File: config.mk
export PLATFORM = sky130hd
export DESIGN_NAME = grid_mesh_display_list_generator
export DESIGN_NICKNAME = d
export VERILOG_FILES = /design/src/design/gmdl_pkg.sv /design/src/design/gmdl_div.sv /design/src/design/grid_mesh_display_list_generator.sv
export SDC_FILE = /design/constraint.sdc
export NUM_CORES = 1
export LEC_CHECK = 0
export BUFFER_PORTS_ARGS = -buffer_cell sky130_fd_sc_hd__buf_4
export CAP_MARGIN = 25
export CORE_MARGIN = 3
export CORE_UTILIZATION = 30
export DETAILED_ROUTE_END_ITERATION = 12
export HOLD_SLACK_MARGIN = 0.06
export SETUP_SLACK_MARGIN = 0.4
export SYNTH_ARGS = -nofsm -noshare
export SYNTH_HDL_FRONTEND = slang
export SYNTH_HIERARCHICAL = 1
export SYNTH_SLANG_ARGS = --single-unit
File: constraint.sdc
create_clock -name i_clk -period 15.13 [get_ports i_clk]
set_input_delay 3.026 -clock i_clk [delete_from_list [all_inputs] [get_ports i_clk]]
set_output_delay 3.026 -clock i_clk [all_outputs]
set_load 0.01 [all_outputs]
File: src/design/gmdl_pkg.sv
`timescale 1ns / 1ps
// ----------------------------------------------------------------------------
// gmdl_pkg
// Shared types, constants and the corner offset table of the mesh list
// generator.
// ----------------------------------------------------------------------------
package gmdl_pkg;

    localparam int unsigned CoordW  = 16;
    localparam int unsigned SizeW   = 12;
    localparam int unsigned OpW     = 8;
    localparam int unsigned WordW   = 32;
    localparam int unsigned CfgIdxW = 3;

    localparam logic [1:0] LastCorner = 2'd2;

    typedef enum logic [CfgIdxW-1:0] {
        REG_IMAGE_WIDTH   = 3'd0,
        REG_IMAGE_HEIGHT  = 3'd1,
        REG_SQUARE_WIDTH  = 3'd2,
        REG_SQUARE_HEIGHT = 3'd3,
        REG_IDENTITY      = 3'd4,
        REG_TRI_OPCODE    = 3'd5,
        REG_SYNC_OPCODE   = 3'd6,
        REG_TRAP_OPCODE   = 3'd7
    } t_reg_idx;

    typedef enum logic [12:0] {
        S_IDLE = 13'b0000000000001,
        S_DIVC = 13'b0000000000010,
        S_DIVR = 13'b0000000000100,
        S_CNT  = 13'b0000000001000,
        S_HDR  = 13'b0000000010000,
        S_MX   = 13'b0000000100000,
        S_MY   = 13'b0000001000000,
        S_W0   = 13'b0000010000000,
        S_W1   = 13'b0000100000000,
        S_W2   = 13'b0001000000000,
        S_W3   = 13'b0010000000000,
        S_SYNC = 13'b0100000000000,
        S_TRAP = 13'b1000000000000
    } t_state;

    typedef struct packed {
        logic dcol;
        logic drow;
    } t_offset;

    // corner offsets of the even and odd triangle of a square
    function automatic t_offset corner_offset(input logic odd, input logic [1:0] corner);
        t_offset v;
        v = '{dcol: 1'b0, drow: 1'b0};
        if (!odd) begin
            unique case (corner)
                2'd0:    v = '{dcol: 1'b0, drow: 1'b1};
                2'd1:    v = '{dcol: 1'b0, drow: 1'b0};
                default: v = '{dcol: 1'b1, drow: 1'b0};
            endcase
        end else begin
            unique case (corner)
                2'd0:    v = '{dcol: 1'b1, drow: 1'b0};
                2'd1:    v = '{dcol: 1'b0, drow: 1'b1};
                default: v = '{dcol: 1'b1, drow: 1'b1};
            endcase
        end
        return v;
    endfunction

endpackage

File: src/design/gmdl_div.sv
`timescale 1ns / 1ps
// ----------------------------------------------------------------------------
// gmdl_div
// Restoring divider, one quotient bit per cycle; a zero divisor gives zero.
// ----------------------------------------------------------------------------
module gmdl_div (
    input  logic                          i_clk,
    input  logic                          i_rst_n,
    input  logic                          i_start,
    input  logic [gmdl_pkg::SizeW-1:0]    i_dividend,
    input  logic [gmdl_pkg::SizeW-1:0]    i_divisor,
    output logic                          o_busy,
    output logic                          o_done,
    output logic [gmdl_pkg::SizeW-1:0]    o_quotient
);

    localparam int unsigned W = gmdl_pkg::SizeW;

    logic         r_busy, n_busy;
    logic         r_done, n_done;
    logic [3:0]   r_cnt, n_cnt;
    logic [W-1:0] r_rem, n_rem;
    logic [W-1:0] r_quo, n_quo;
    logic [W-1:0] r_dvs, n_dvs;
    logic [W:0]   w_shift;
    logic [W+1:0] w_diff;
    logic         w_ge;

    assign w_shift = {r_rem, r_quo[W-1]};
    assign w_diff  = {1'b0, w_shift} - {2'b00, r_dvs};
    assign w_ge    = ~w_diff[W+1];

    always_comb begin
        n_busy = r_busy;
        n_done = 1'b0;
        n_cnt  = r_cnt;
        n_rem  = r_rem;
        n_quo  = r_quo;
        n_dvs  = r_dvs;
        if (i_start) begin
            n_busy = 1'b1;
            n_cnt  = '0;
            n_rem  = '0;
            n_quo  = i_dividend;
            n_dvs  = i_divisor;
        end else if (r_busy) begin
            n_rem = w_ge ? w_diff[W-1:0] : w_shift[W-1:0];
            n_quo = {r_quo[W-2:0], w_ge};
            n_cnt = r_cnt + 4'd1;
            if (r_cnt == 4'(W - 1)) begin
                n_busy = 1'b0;
                n_done = 1'b1;
            end
        end
    end

    always_ff @(posedge i_clk) begin
        if (!i_rst_n) begin
            r_busy <= 1'b0;
            r_done <= 1'b0;
            r_cnt  <= '0;
        end else begin
            r_busy <= n_busy;
            r_done <= n_done;
            r_cnt  <= n_cnt;
        end
        r_rem <= n_rem;
        r_quo <= n_quo;
        r_dvs <= n_dvs;
    end

    assign o_busy     = r_busy;
    assign o_done     = r_done;
    assign o_quotient = (r_dvs == '0) ? '0 : r_quo;

endmodule

File: src/design/grid_mesh_display_list_generator.sv
`timescale 1ns / 1ps
// ----------------------------------------------------------------------------
// grid_mesh_display_list_generator
// Mesh display list generator: header, four words per vertex, trailer.
// ----------------------------------------------------------------------------
// One vertex word at a time. A vertex passes the accepting cycle, the shared
// 13x12 multiplier for the X and then the Y coordinate, then four list words
// at one per cycle while the output is not stalled. The first vertex of a list
// first runs two 12-step divisions on the shared divider for the square counts,
// a multiplier product for the vertex count and the header word. The last
// vertex adds the sync and trap words. Input stall stays high from acceptance
// until the last word of the vertex (for the last vertex, the trap word) sits
// in the output register; output stall holds the sequencer in its word states.
module grid_mesh_display_list_generator (
    input  logic                                   i_clk,
    input  logic                                   i_rst_n,
    input  logic                                   i_cfg_wr_en,
    input  logic [gmdl_pkg::CfgIdxW-1:0]           i_cfg_index,
    input  logic [gmdl_pkg::SizeW-1:0]             i_cfg_data,
    input  logic                                   i_in_valid,
    output logic                                   o_in_stall,
    input  logic [gmdl_pkg::CoordW-1:0]            i_dest_x,
    input  logic [gmdl_pkg::CoordW-1:0]            i_dest_y,
    output logic                                   o_out_valid,
    input  logic                                   i_out_stall,
    output logic [gmdl_pkg::WordW-1:0]             o_list_word,
    output logic                                   o_last_of_run,
    output logic                                   o_end_of_list
);

    localparam int unsigned SW = gmdl_pkg::SizeW;
    localparam int unsigned CW = gmdl_pkg::CoordW;
    localparam int unsigned OW = gmdl_pkg::OpW;

    // configuration
    logic [SW-1:0] r_img_w, r_img_h, r_sq_w, r_sq_h;
    logic          r_identity;
    logic [OW-1:0] r_tri_op, r_sync_op, r_trap_op;

    // sequencer and mesh position
    gmdl_pkg::t_state r_state, n_state;
    logic          r_started, n_started;
    logic [SW-1:0] r_col, n_col;
    logic [SW-1:0] r_row, n_row;
    logic          r_odd, n_odd;
    logic [1:0]    r_corner, n_corner;
    logic [SW-1:0] r_cc, n_cc;
    logic [SW-1:0] r_rr, n_rr;
    logic [CW-1:0] r_sx, n_sx;
    logic [CW-1:0] r_sy, n_sy;
    logic [CW-1:0] r_prod, n_prod;
    logic [CW-1:0] r_dx, n_dx;
    logic [CW-1:0] r_dy, n_dy;

    // output register
    logic                       r_ovalid, n_ovalid;
    logic [gmdl_pkg::WordW-1:0] r_word, n_word;
    logic                       r_last, n_last;
    logic                       r_end, n_end;

    logic                       w_in_acc;
    logic                       w_free;
    logic                       w_div_start;
    logic                       w_div_busy;
    logic                       w_div_done;
    logic [SW-1:0]              w_div_a, w_div_b, w_div_q;
    logic [SW:0]                w_mul_a;
    logic [SW-1:0]              w_mul_b;
    logic [2*SW:0]              w_mul_p;
    logic [CW-1:0]              w_verts;
    logic                       w_final;
    gmdl_pkg::t_offset          w_off;

    assign w_in_acc = i_in_valid && !o_in_stall;
    assign w_free   = !r_ovalid || !i_out_stall;
    assign w_off    = gmdl_pkg::corner_offset(r_odd, r_corner);

    // config writes
    always_ff @(posedge i_clk) begin
        if (!i_rst_n) begin
            r_img_w    <= SW'(1920);
            r_img_h    <= SW'(1080);
            r_sq_w     <= SW'(24);
            r_sq_h     <= SW'(24);
            r_identity <= 1'b1;
            r_tri_op   <= '0;
            r_sync_op  <= '0;
            r_trap_op  <= '0;
        end else if (i_cfg_wr_en) begin
            unique case (gmdl_pkg::t_reg_idx'(i_cfg_index))
                gmdl_pkg::REG_IMAGE_WIDTH:   r_img_w    <= i_cfg_data;
                gmdl_pkg::REG_IMAGE_HEIGHT:  r_img_h    <= i_cfg_data;
                gmdl_pkg::REG_SQUARE_WIDTH:  r_sq_w     <= i_cfg_data;
                gmdl_pkg::REG_SQUARE_HEIGHT: r_sq_h     <= i_cfg_data;
                gmdl_pkg::REG_IDENTITY:      r_identity <= i_cfg_data[0];
                gmdl_pkg::REG_TRI_OPCODE:    r_tri_op   <= i_cfg_data[OW-1:0];
                gmdl_pkg::REG_SYNC_OPCODE:   r_sync_op  <= i_cfg_data[OW-1:0];
                gmdl_pkg::REG_TRAP_OPCODE:   r_trap_op  <= i_cfg_data[OW-1:0];
                default: ;
            endcase
        end
    end

    // shared divider for the square counts
    assign w_div_start = (w_in_acc && !r_started) ||
                         ((r_state == gmdl_pkg::S_DIVC) && w_div_done);
    assign w_div_a     = (r_state == gmdl_pkg::S_DIVC) ? r_img_h : r_img_w;
    assign w_div_b     = (r_state == gmdl_pkg::S_DIVC) ? r_sq_h  : r_sq_w;

    gmdl_div u_div (
        .i_clk      (i_clk),
        .i_rst_n    (i_rst_n),
        .i_start    (w_div_start),
        .i_dividend (w_div_a),
        .i_divisor  (w_div_b),
        .o_busy     (w_div_busy),
        .o_done     (w_div_done),
        .o_quotient (w_div_q)
    );

    // shared multiplier
    always_comb begin
        unique case (r_state)
            gmdl_pkg::S_MX: begin
                w_mul_a = {1'b0, r_col} + {{SW{1'b0}}, w_off.dcol};
                w_mul_b = r_sq_w;
            end
            gmdl_pkg::S_MY: begin
                w_mul_a = {1'b0, r_row} + {{SW{1'b0}}, w_off.drow};
                w_mul_b = r_sq_h;
            end
            default: begin
                w_mul_a = {1'b0, r_cc};
                w_mul_b = r_rr;
            end
        endcase
    end

    assign w_mul_p = w_mul_a * w_mul_b;
    assign w_verts = (r_prod << 2) + (r_prod << 1);
    assign w_final = (r_corner == gmdl_pkg::LastCorner) && r_odd &&
                     ({1'b0, r_col} + 13'd1 >= {1'b0, r_cc}) &&
                     ({1'b0, r_row} + 13'd1 >= {1'b0, r_rr});

    always_comb begin
        n_state   = r_state;
        n_started = r_started;
        n_col     = r_col;
        n_row     = r_row;
        n_odd     = r_odd;
        n_corner  = r_corner;
        n_cc      = r_cc;
        n_rr      = r_rr;
        n_sx      = r_sx;
        n_sy      = r_sy;
        n_prod    = r_prod;
        n_dx      = r_dx;
        n_dy      = r_dy;
        n_ovalid  = r_ovalid && i_out_stall;
        n_word    = r_word;
        n_last    = r_last;
        n_end     = r_end;
        unique case (r_state)
            gmdl_pkg::S_IDLE: begin
                if (w_in_acc) begin
                    n_dx    = i_dest_x;
                    n_dy    = i_dest_y;
                    n_state = r_started ? gmdl_pkg::S_MX : gmdl_pkg::S_DIVC;
                end
            end
            gmdl_pkg::S_DIVC: begin
                if (w_div_done) begin
                    n_cc    = w_div_q;
                    n_state = gmdl_pkg::S_DIVR;
                end
            end
            gmdl_pkg::S_DIVR: begin
                if (w_div_done) begin
                    n_rr    = w_div_q;
                    n_state = gmdl_pkg::S_CNT;
                end
            end
            gmdl_pkg::S_CNT: begin
                n_prod  = w_mul_p[CW-1:0];
                n_state = gmdl_pkg::S_HDR;
            end
            gmdl_pkg::S_HDR: begin
                if (w_free) begin
                    n_ovalid = 1'b1;
                    n_word   = {r_tri_op, {(gmdl_pkg::WordW-OW-CW){1'b0}}, w_verts};
                    n_last   = 1'b0;
                    n_end    = 1'b0;
                    n_col    = '0;
                    n_row    = '0;
                    n_odd    = 1'b0;
                    n_corner = '0;
                    if (r_cc == '0 || r_rr == '0) begin
                        n_state = gmdl_pkg::S_SYNC;
                    end else begin
                        n_started = 1'b1;
                        n_state   = gmdl_pkg::S_MX;
                    end
                end
            end
            gmdl_pkg::S_MX: begin
                n_sx    = w_mul_p[CW-1:0];
                n_state = gmdl_pkg::S_MY;
            end
            gmdl_pkg::S_MY: begin
                n_sy    = w_mul_p[CW-1:0];
                n_state = gmdl_pkg::S_W0;
            end
            gmdl_pkg::S_W0: begin
                if (w_free) begin
                    n_ovalid = 1'b1;
                    n_word   = {r_sx, r_sy};
                    n_last   = 1'b0;
                    n_end    = 1'b0;
                    n_state  = gmdl_pkg::S_W1;
                end
            end
            gmdl_pkg::S_W1: begin
                if (w_free) begin
                    n_ovalid = 1'b1;
                    n_word   = r_identity ? {r_sx, r_sy} : {r_dx, r_dy};
                    n_last   = 1'b0;
                    n_end    = 1'b0;
                    n_state  = gmdl_pkg::S_W2;
                end
            end
            gmdl_pkg::S_W2: begin
                if (w_free) begin
                    n_ovalid = 1'b1;
                    n_word   = '0;
                    n_last   = 1'b0;
                    n_end    = 1'b0;
                    n_state  = gmdl_pkg::S_W3;
                end
            end
            gmdl_pkg::S_W3: begin
                if (w_free) begin
                    n_ovalid = 1'b1;
                    n_word   = '0;
                    n_last   = !w_final;
                    n_end    = 1'b0;
                    if (r_corner != gmdl_pkg::LastCorner) begin
                        n_corner = r_corner + 2'd1;
                    end else begin
                        n_corner = '0;
                        n_odd    = !r_odd;
                        if (r_odd) begin
                            if (r_col + SW'(1) >= r_cc) begin
                                n_col = '0;
                                n_row = (r_row + SW'(1) >= r_rr) ? '0 : r_row + SW'(1);
                            end else begin
                                n_col = r_col + SW'(1);
                            end
                        end
                    end
                    if (w_final) begin
                        n_started = 1'b0;
                        n_state   = gmdl_pkg::S_SYNC;
                    end else begin
                        n_state = gmdl_pkg::S_IDLE;
                    end
                end
            end
            gmdl_pkg::S_SYNC: begin
                if (w_free) begin
                    n_ovalid = 1'b1;
                    n_word   = {r_sync_op, {(gmdl_pkg::WordW-OW){1'b0}}};
                    n_last   = 1'b0;
                    n_end    = 1'b0;
                    n_state  = gmdl_pkg::S_TRAP;
                end
            end
            gmdl_pkg::S_TRAP: begin
                if (w_free) begin
                    n_ovalid = 1'b1;
                    n_word   = {r_trap_op, {(gmdl_pkg::WordW-OW){1'b0}}};
                    n_last   = 1'b1;
                    n_end    = 1'b1;
                    n_state  = gmdl_pkg::S_IDLE;
                end
            end
            default: n_state = gmdl_pkg::S_IDLE;
        endcase
    end

    always_ff @(posedge i_clk) begin
        if (!i_rst_n) begin
            r_state   <= gmdl_pkg::S_IDLE;
            r_started <= 1'b0;
            r_col     <= '0;
            r_row     <= '0;
            r_odd     <= 1'b0;
            r_corner  <= '0;
            r_cc      <= '0;
            r_rr      <= '0;
            r_ovalid  <= 1'b0;
        end else begin
            r_state   <= n_state;
            r_started <= n_started;
            r_col     <= n_col;
            r_row     <= n_row;
            r_odd     <= n_odd;
            r_corner  <= n_corner;
            r_cc      <= n_cc;
            r_rr      <= n_rr;
            r_ovalid  <= n_ovalid;
        end
        r_sx   <= n_sx;
        r_sy   <= n_sy;
        r_prod <= n_prod;
        r_dx   <= n_dx;
        r_dy   <= n_dy;
        r_word <= n_word;
        r_last <= n_last;
        r_end  <= n_end;
    end

    assign o_in_stall    = (r_state != gmdl_pkg::S_IDLE);
    assign o_out_valid   = r_ovalid;
    assign o_list_word   = r_word;
    assign o_last_of_run = r_last;
    assign o_end_of_list = r_end;

    // checks
    a_trap_ends_run: assert property (@(posedge i_clk) disable iff (!i_rst_n)
        o_out_valid && o_end_of_list |-> o_last_of_run)
        else $error("trap word without end of run");

    a_open_list_counts: assert property (@(posedge i_clk) disable iff (!i_rst_n)
        r_started |-> (r_cc != '0) && (r_rr != '0))
        else $error("list open with empty mesh");

    a_position_in_mesh: assert property (@(posedge i_clk) disable iff (!i_rst_n)
        r_started |-> (r_col < r_cc) && (r_row < r_rr) && (r_corner <= gmdl_pkg::LastCorner))
        else $error("mesh position out of range");

    a_new_list_divides: assert property (@(posedge i_clk) disable iff (!i_rst_n)
        w_in_acc && !r_started |=> w_div_busy && (r_state == gmdl_pkg::S_DIVC))
        else $error("new list without count division");

endmodule
==> results.cfg, run 1 <==
[setup_path]
cp_max_fo = 21
worstPathCellList = nor4_4 -> nand3b_4 -> nor4_4 -> nor2_2 -> a21oi_1 -> nor2_1 -> fa_1 -> ha_1 -> fa_1 -> inv_1 -> fa_1 -> fa_1 -> inv_1 -> ha_1 -> inv_1 -> o21ai_0 -> a21oi_1 -> o21bai_1 -> a21oi_1 -> nor2b_1 -> o21a_1 -> o41ai_1 -> xnor3_1
critPathKind = reg2reg
crit_path_frequent_cell = fa_1
cp_slowest_cell = nor4_4
worstPathArrival_ns = 7.81
crit_path_end_kind = flip-flop
cp_slowest_stage_delay_ns = 0.68
critPathLaunchType = flip-flop
cp.required_ns = 15.43

[place]
portBuffers = 87
dp_hpwl_um = 36000
dp_cells = 2709
globalplace.congestion = 0.903

[die]
die_w_um = 252
ioPinCount = 88
dieArea_mm2 = 0.0636
design.core.area_mm2 = 0.0595
fp-row-count = 89
start_util_pct = 30.6
die_h_um = 252

[clock_tree]
cts_tree = yes
clock_latency_ns = 0.60
post_cts_resized = 0
postCtsSetupRepairBufs = 0
clockBufferDepth = 3
cts.sinks = 294
cts.reportedPaths.clkPinSlew_ns = 0.06
cts_max_level = 1
clock-root-buffer = clkbuf_16
cts_buffers = 30
cts_hold_buffers = 0

[yosys]
synth_area_mm2 = 0.0182
synth_cell_types = 80
avgSynthCellArea_um2 = 9.45
synth_nets = 2146
ys_warn_count = 6
synthCells = 1923
synth_seq_area_share_pct = 39.9
synth_edf_count = 137
synth_most_common_cell = nand2_1
synth_commonest_cells = nand2_1 (342), inv_1 (181), dfxtp_1 (157)
synth-seq-cells = 294
async_flop_share_pct = 0
synthTopCellsByArea = edfxtp_1 (23%), dfxtp_1 (17%), fa_1 (8.7%)
yosys.area.top_type = edfxtp_1
synthFlopType = dfxtp_1
synth_top_cell_area_share_pct = 22.6

[sta]
final.period_utilization_pct = 49.6
max_freq_mhz = 133
relSlewSlack_pct = 31.1
rsz0062_at_grt = no
setup_tns_ns = 0
clock_skew_ns = 0.0400
setup_violations = 0
hold_viol_final = 0
worst_hold_slack_ns = 0.467
slew_viol_final = 0
worst_pin_slew_ns = 1.03
fin_crit_ns = 7.51

[routing]
drtAntennaViolNets = 0
vias = 13900
wire_per_inst_um = 17.3
routed.top_layer = met4
dr_wl_met2_um = 22700
wl_met3_um = 2420
drt-pass1-iter-count = 7
drc = 0
drt-met1-wl_um = 21300
drt-total-wl_um = 47800
vias_per_cell = 5.01
drt_iter0_markers = 921

[final_layout]
final_cells = 2767
area_growth_pct = 13.0
drive_gt1_share_pct = 10.8
fin_nets = 2193
fillers = 6022
diodes = 0

[global_route]
grt_overflow = 0
grt_pass1_wl_um = 77000
grt_pass1_vias = 13900
antenna_found_initial = 0
grt_start_max_net_pins = 117
track_usage_pct = 15.0

[pwr]
clockPowerShare_pct = 38.1
power_frac_comb_pct = 12.9
p_sw_mw = 0.483
ir_drop_mv = 0.0764
swShare_pct = 26.2
seqPwrFrac_pct = 49.0
internal_power_mw = 1.36
leakagePower_nw = 7.95
cellPowerDensity_mw_per_mm2 = 89.8

[run_status]
status = complete, no violations

[job]
maxCapViolCount = 0

[hold_path]
hold_path.class = reg2reg
logic make-up after synthesis:
kind of cell               after synthesis  share of synthesized area [%]
AOI/OAI and AO/OA                      351                           13.5
xor gates and xnor gates                87                           4.39
adders and majority gates              171                           15.0
buffers and inverters                  271                           5.83
DFF                                    294                           39.9
muxes                                   61                           3.61
and+or+nand+nor                        688                           17.7
through the flow:
stage | cell area (um^2) | utilization (%) | setup WS (ns) | power (mW)
detailed placement | 19600 | 32.9 | 7.24 | 1.16
finish | 20500 | 34.5 | 7.62 | 1.84
global route | 20500 | 34.5 | 7.08 | 1.92
CTS | 20500 | 34.5 | 7.22 | 1.86
global placement | 19500 | 32.9 | 7.45 | 1.15
floorplan | 18200 | - | 7.95 | 1.09
routing by layer:
metal  track usage, %  up-vias
met5                0        -
met4             4.81        0
met3             2.00       76
met2             25.5      365
met1             19.8     6749
li1                 -     6673
power by group through the flow:
stage	clock network, mW	registers [mW]	logic [mW]
final	0.703	0.903	0.239
after global placement	0	0.919	0.232
after floorplan	0	0.903	0.187
after detailed placement	0	0.919	0.238
after CTS	0.719	0.903	0.239
after global routing	0.748	0.908	0.268
path summary, 6_finish.rpt:
path / startpoint / to / cells past startpoint / slack (ns)
worst max-delay path: r_state[0]$_SDFFE_PN1P_ / r_sx[15]$_DFFE_PP_ / 23 / 7.62
worst min-delay path: r_col[6]$_SDFFE_PN0P_ / r_col[6]$_SDFFE_PN0P_ / 2 / 0.47
worst max register to register: r_state[0]$_SDFFE_PN1P_ / r_sx[15]$_DFFE_PP_ / 23 / 7.62
worst min register to register: r_col[6]$_SDFFE_PN0P_ / r_col[6]$_SDFFE_PN0P_ / 2 / 0.47
critical path: cells and delay by family (launching register included):
kind	cells	cell delay, ns
and+or+nand+nor	6	1.88
xor gates and xnor gates	1	0.47
buffers and inverters	3	0.15
AOI/OAI and AO/OA	7	1.71
adders and majority gates	6	2.57
DFF	1	0.42
state kept, by name (all words and copies together) (netlist names), 12 cells and up:
signal	count
r_prod	15
u_div/r_rem	12
r_sq_h	12
u_div/r_quo	12
r_dx	16
r_cc	12
r_img_h	12
r_state	13
r_sq_w	12
r_img_w	12
r_dy	16
r_sx	16
o_list_word	32
r_sy	16
r_row	12
r_col	12
r_rr	12
u_div/r_dvs	12
cell usage in the layout, fill, tap and decap left out, types with 30 or more instances in the layout:
cell,synthesis,routed
edfxtp_1,137,137
nand2_1,342,342
a21oi_1,53,53
nor2b_1,34,34
buf_4,2,99
xor2_1,32,32
ha_1,92,92
a22oi_1,39,39
nand3_1,54,54
dfxtp_1,157,157
xnor2_1,52,52
mux2_2,35,35
clkbuf_16,0,30
fa_1,79,79
inv_1,181,181
o21ai_0,61,60
a21boi_0,87,87
nor2_1,106,105
final cells by class:
type                            instances  area (um^2)  area share [%]
Clock inverter                         12         78.8           0.384
Inverter                              182          683            3.33
Tap cell                              773          967            4.71
Sequential cell                       294         7260            35.3
Multi-Input combinational cell       1358         9900            48.2
Clock buffer                           44          843            4.11
Timing Repair Buffer                  104          810            3.94
Note: power is estimated with default switching activity, not from simulation.
==> inputs of run 2 (changes only) <==
- clock period: 15.13 -> 7.5 ns (I/O delays scaled with it)
==> results.cfg, run 2 (synthesized netlist as in run 1, its figures left out) <==
[sta]
worst_pin_slew_ns = 1.02
hold_viol_final = 0
fin_crit_ns = 6.89
max_freq_mhz = 145
final.period_utilization_pct = 91.8
setup_tns_ns = 0
setup_violations = 0
slew_viol_final = 0
finalWorstSetupSlack_ns = 0.611
relSlewSlack_pct = 31.6
clock_skew_ns = 0.0315
rsz0062_at_grt = no

[clock_tree]
cts_tree = yes
cts_buffers = 31
cts.reportedPaths.clkPinSlew_ns = 0.07
cts_max_level = 1
clock-root-buffer = clkbuf_16
clockBufferDepth = 3
clock_latency_ns = 0.61
cts.sinks = 294
cts_hold_buffers = 0

[global_route]
grt_overflow = 0
track_usage_pct = 15.3
grt_pass1_wl_um = 78000
antenna_found_initial = 0
grt_pass1_vias = 14100
grt_start_max_net_pins = 86

[setup_path]
crit_path_end_kind = flip-flop
critPathLaunchType = flip-flop
cp_slowest_cell = fa_1
cp_max_fo = 8
cp.required_ns = 7.83
cp_slowest_stage_delay_ns = 0.55
worstPathArrival_ns = 7.22
crit_path_frequent_cell = fa_1
critPathKind = reg2reg
crit_path_start = r_corner[1]$_SDFFE_PN0P_
r2r_start = r_corner[1]$_SDFFE_PN0P_
worstPathCellList = nor2_1 -> xor2_1 -> ha_1 -> nand3_1 -> nor2_1 -> xor2_1 -> a22oi_1 -> o21ai_1 -> nand2_1 -> fa_1 -> fa_1 -> fa_1 -> fa_1 -> fa_1 -> xor2_1 -> xnor2_1 -> xnor2_1 -> xnor3_1 -> xnor2_2 -> xnor3_1

[die]
dieArea_mm2 = 0.0636
ioPinCount = 88
die_h_um = 252
start_util_pct = 30.6
die_w_um = 252
fp-row-count = 89
design.core.area_mm2 = 0.0595

[place]
globalplace.congestion = 0.939
portBuffers = 87
placed_area_mm2 = 0.0196
preCtsSetupSlack_ns = 0.118
dp_hpwl_um = 36800

[final_layout]
area_growth_pct = 14.7
diodes = 0
final_cell_mix = nand2_1 (338), inv_1 (180), dfxtp_1 (156)
postLayoutCellArea_mm2 = 0.0208
fillers = 6015
regArea_mm2 = 0.00726
multiInputGateArea_mm2 = 0.00996
fin_util_pct = 35.1
drive_gt1_share_pct = 12.8
final_common_cell = nand2_1
fin_nets = 2210
largest_reg_flops = 32

[hold_path]
worstHoldStart = r_img_h[9]$_SDFFE_PN0P_
hold_path.class = reg2reg

[run_status]
status = complete, no violations

[routing]
drt-pass1-iter-count = 7
vias_per_cell = 5.04
wire_per_inst_um = 17.8
drt-total-wl_um = 49500
drtAntennaViolNets = 0
drt_iter0_markers = 986
drc = 0
vias = 14000

[pwr]
ir_drop_mv = 0.155
cellPowerDensity_mw_per_mm2 = 188
leakagePower_nw = 8.12

[job]
maxCapViolCount = 0
[run 2: cell count changes in the layout (fill, tap and decap cells not counted), moves of 4 or more]
| cell | delta |
|---|---|
| buf_4 | +18 |
| a21oi_1 | -7 |
| a21oi_2 | +7 |
| clkbuf_1 | -6 |
| clkinv_2 | +6 |
| nand2_1 | -4 |
[run 2: per-stage QoR]
stage	power [mW]	instances	hold slack, ns
3_5_place_dp	2.34	2716	0.451
6_report	3.92	2784	0.463
4_1_cts	3.95	2781	0.467
2_1_floorplan	2.20	1923	0.431
3_3_place_gp	2.32	2716	0.445
5_1_grt	4.07	2784	0.485
[run 2: final cells by class]
| cell class | count | area share, % |
|---|---|---|
| Sequential cell | 294 | 34.8 |
| Clock inverter | 18 | 0.954 |
| Tap cell | 773 | 4.64 |
| Multi-Input combinational cell | 1359 | 47.8 |
| Inverter | 182 | 3.30 |
| Timing Repair Buffer | 119 | 4.38 |
| Clock buffer | 39 | 4.11 |
[run 2: routing by layer]
layer	part of all wire, %	global-route usage [%]	vias to the layer above	routed length, um
met5	0	0	-	0
li1	-	-	6695	-
met3	5.3	1.83	87	2630
met2	46	25.8	384	22800
met1	45	20.5	6863	22400
met4	3.4	5.32	0	1690
[run 2: critical path, delay by kind of cell, from the launching register on]
| kind | cells | cell delay, ns |
|---|---|---|
| AOI/OAI and AO/OA | 2 | 0.54 |
| xor gates and xnor gates | 8 | 2.17 |
| adders and majority gates | 6 | 2.73 |
| DFF | 1 | 0.38 |
| and+or+nand+nor | 4 | 0.79 |
[run 2: path summary, 6_finish.rpt]
check	endpoint	slack (ns)	cells after the start
max reg2reg	r_sx[15]$_DFFE_PP_	0.61	20
min	r_img_h[9]$_SDFFE_PN0P_	0.46	2
min reg2reg	r_img_h[9]$_SDFFE_PN0P_	0.46	2
max	r_sx[15]$_DFFE_PP_	0.61	20
[run 2: timing repair]
item,4_1_cts,5_1_grt
cloned,0,1
resized for setup,5,17
hold endpoints to repair,0,0
buffers inserted,8,0
endpoints found under the setup margin,2,5
pin swaps,2,4
[run 2: report_power, final]
| group | total, mW | switching (mW) | internal (mW) |
|---|---|---|---|
| logic | 0.497 | 0.287 | 0.209 |
| clock network | 1.61 | 0.691 | 0.919 |
| registers | 1.82 | 0.0573 | 1.76 |
| total | 3.92 | 1.04 | 2.89 |
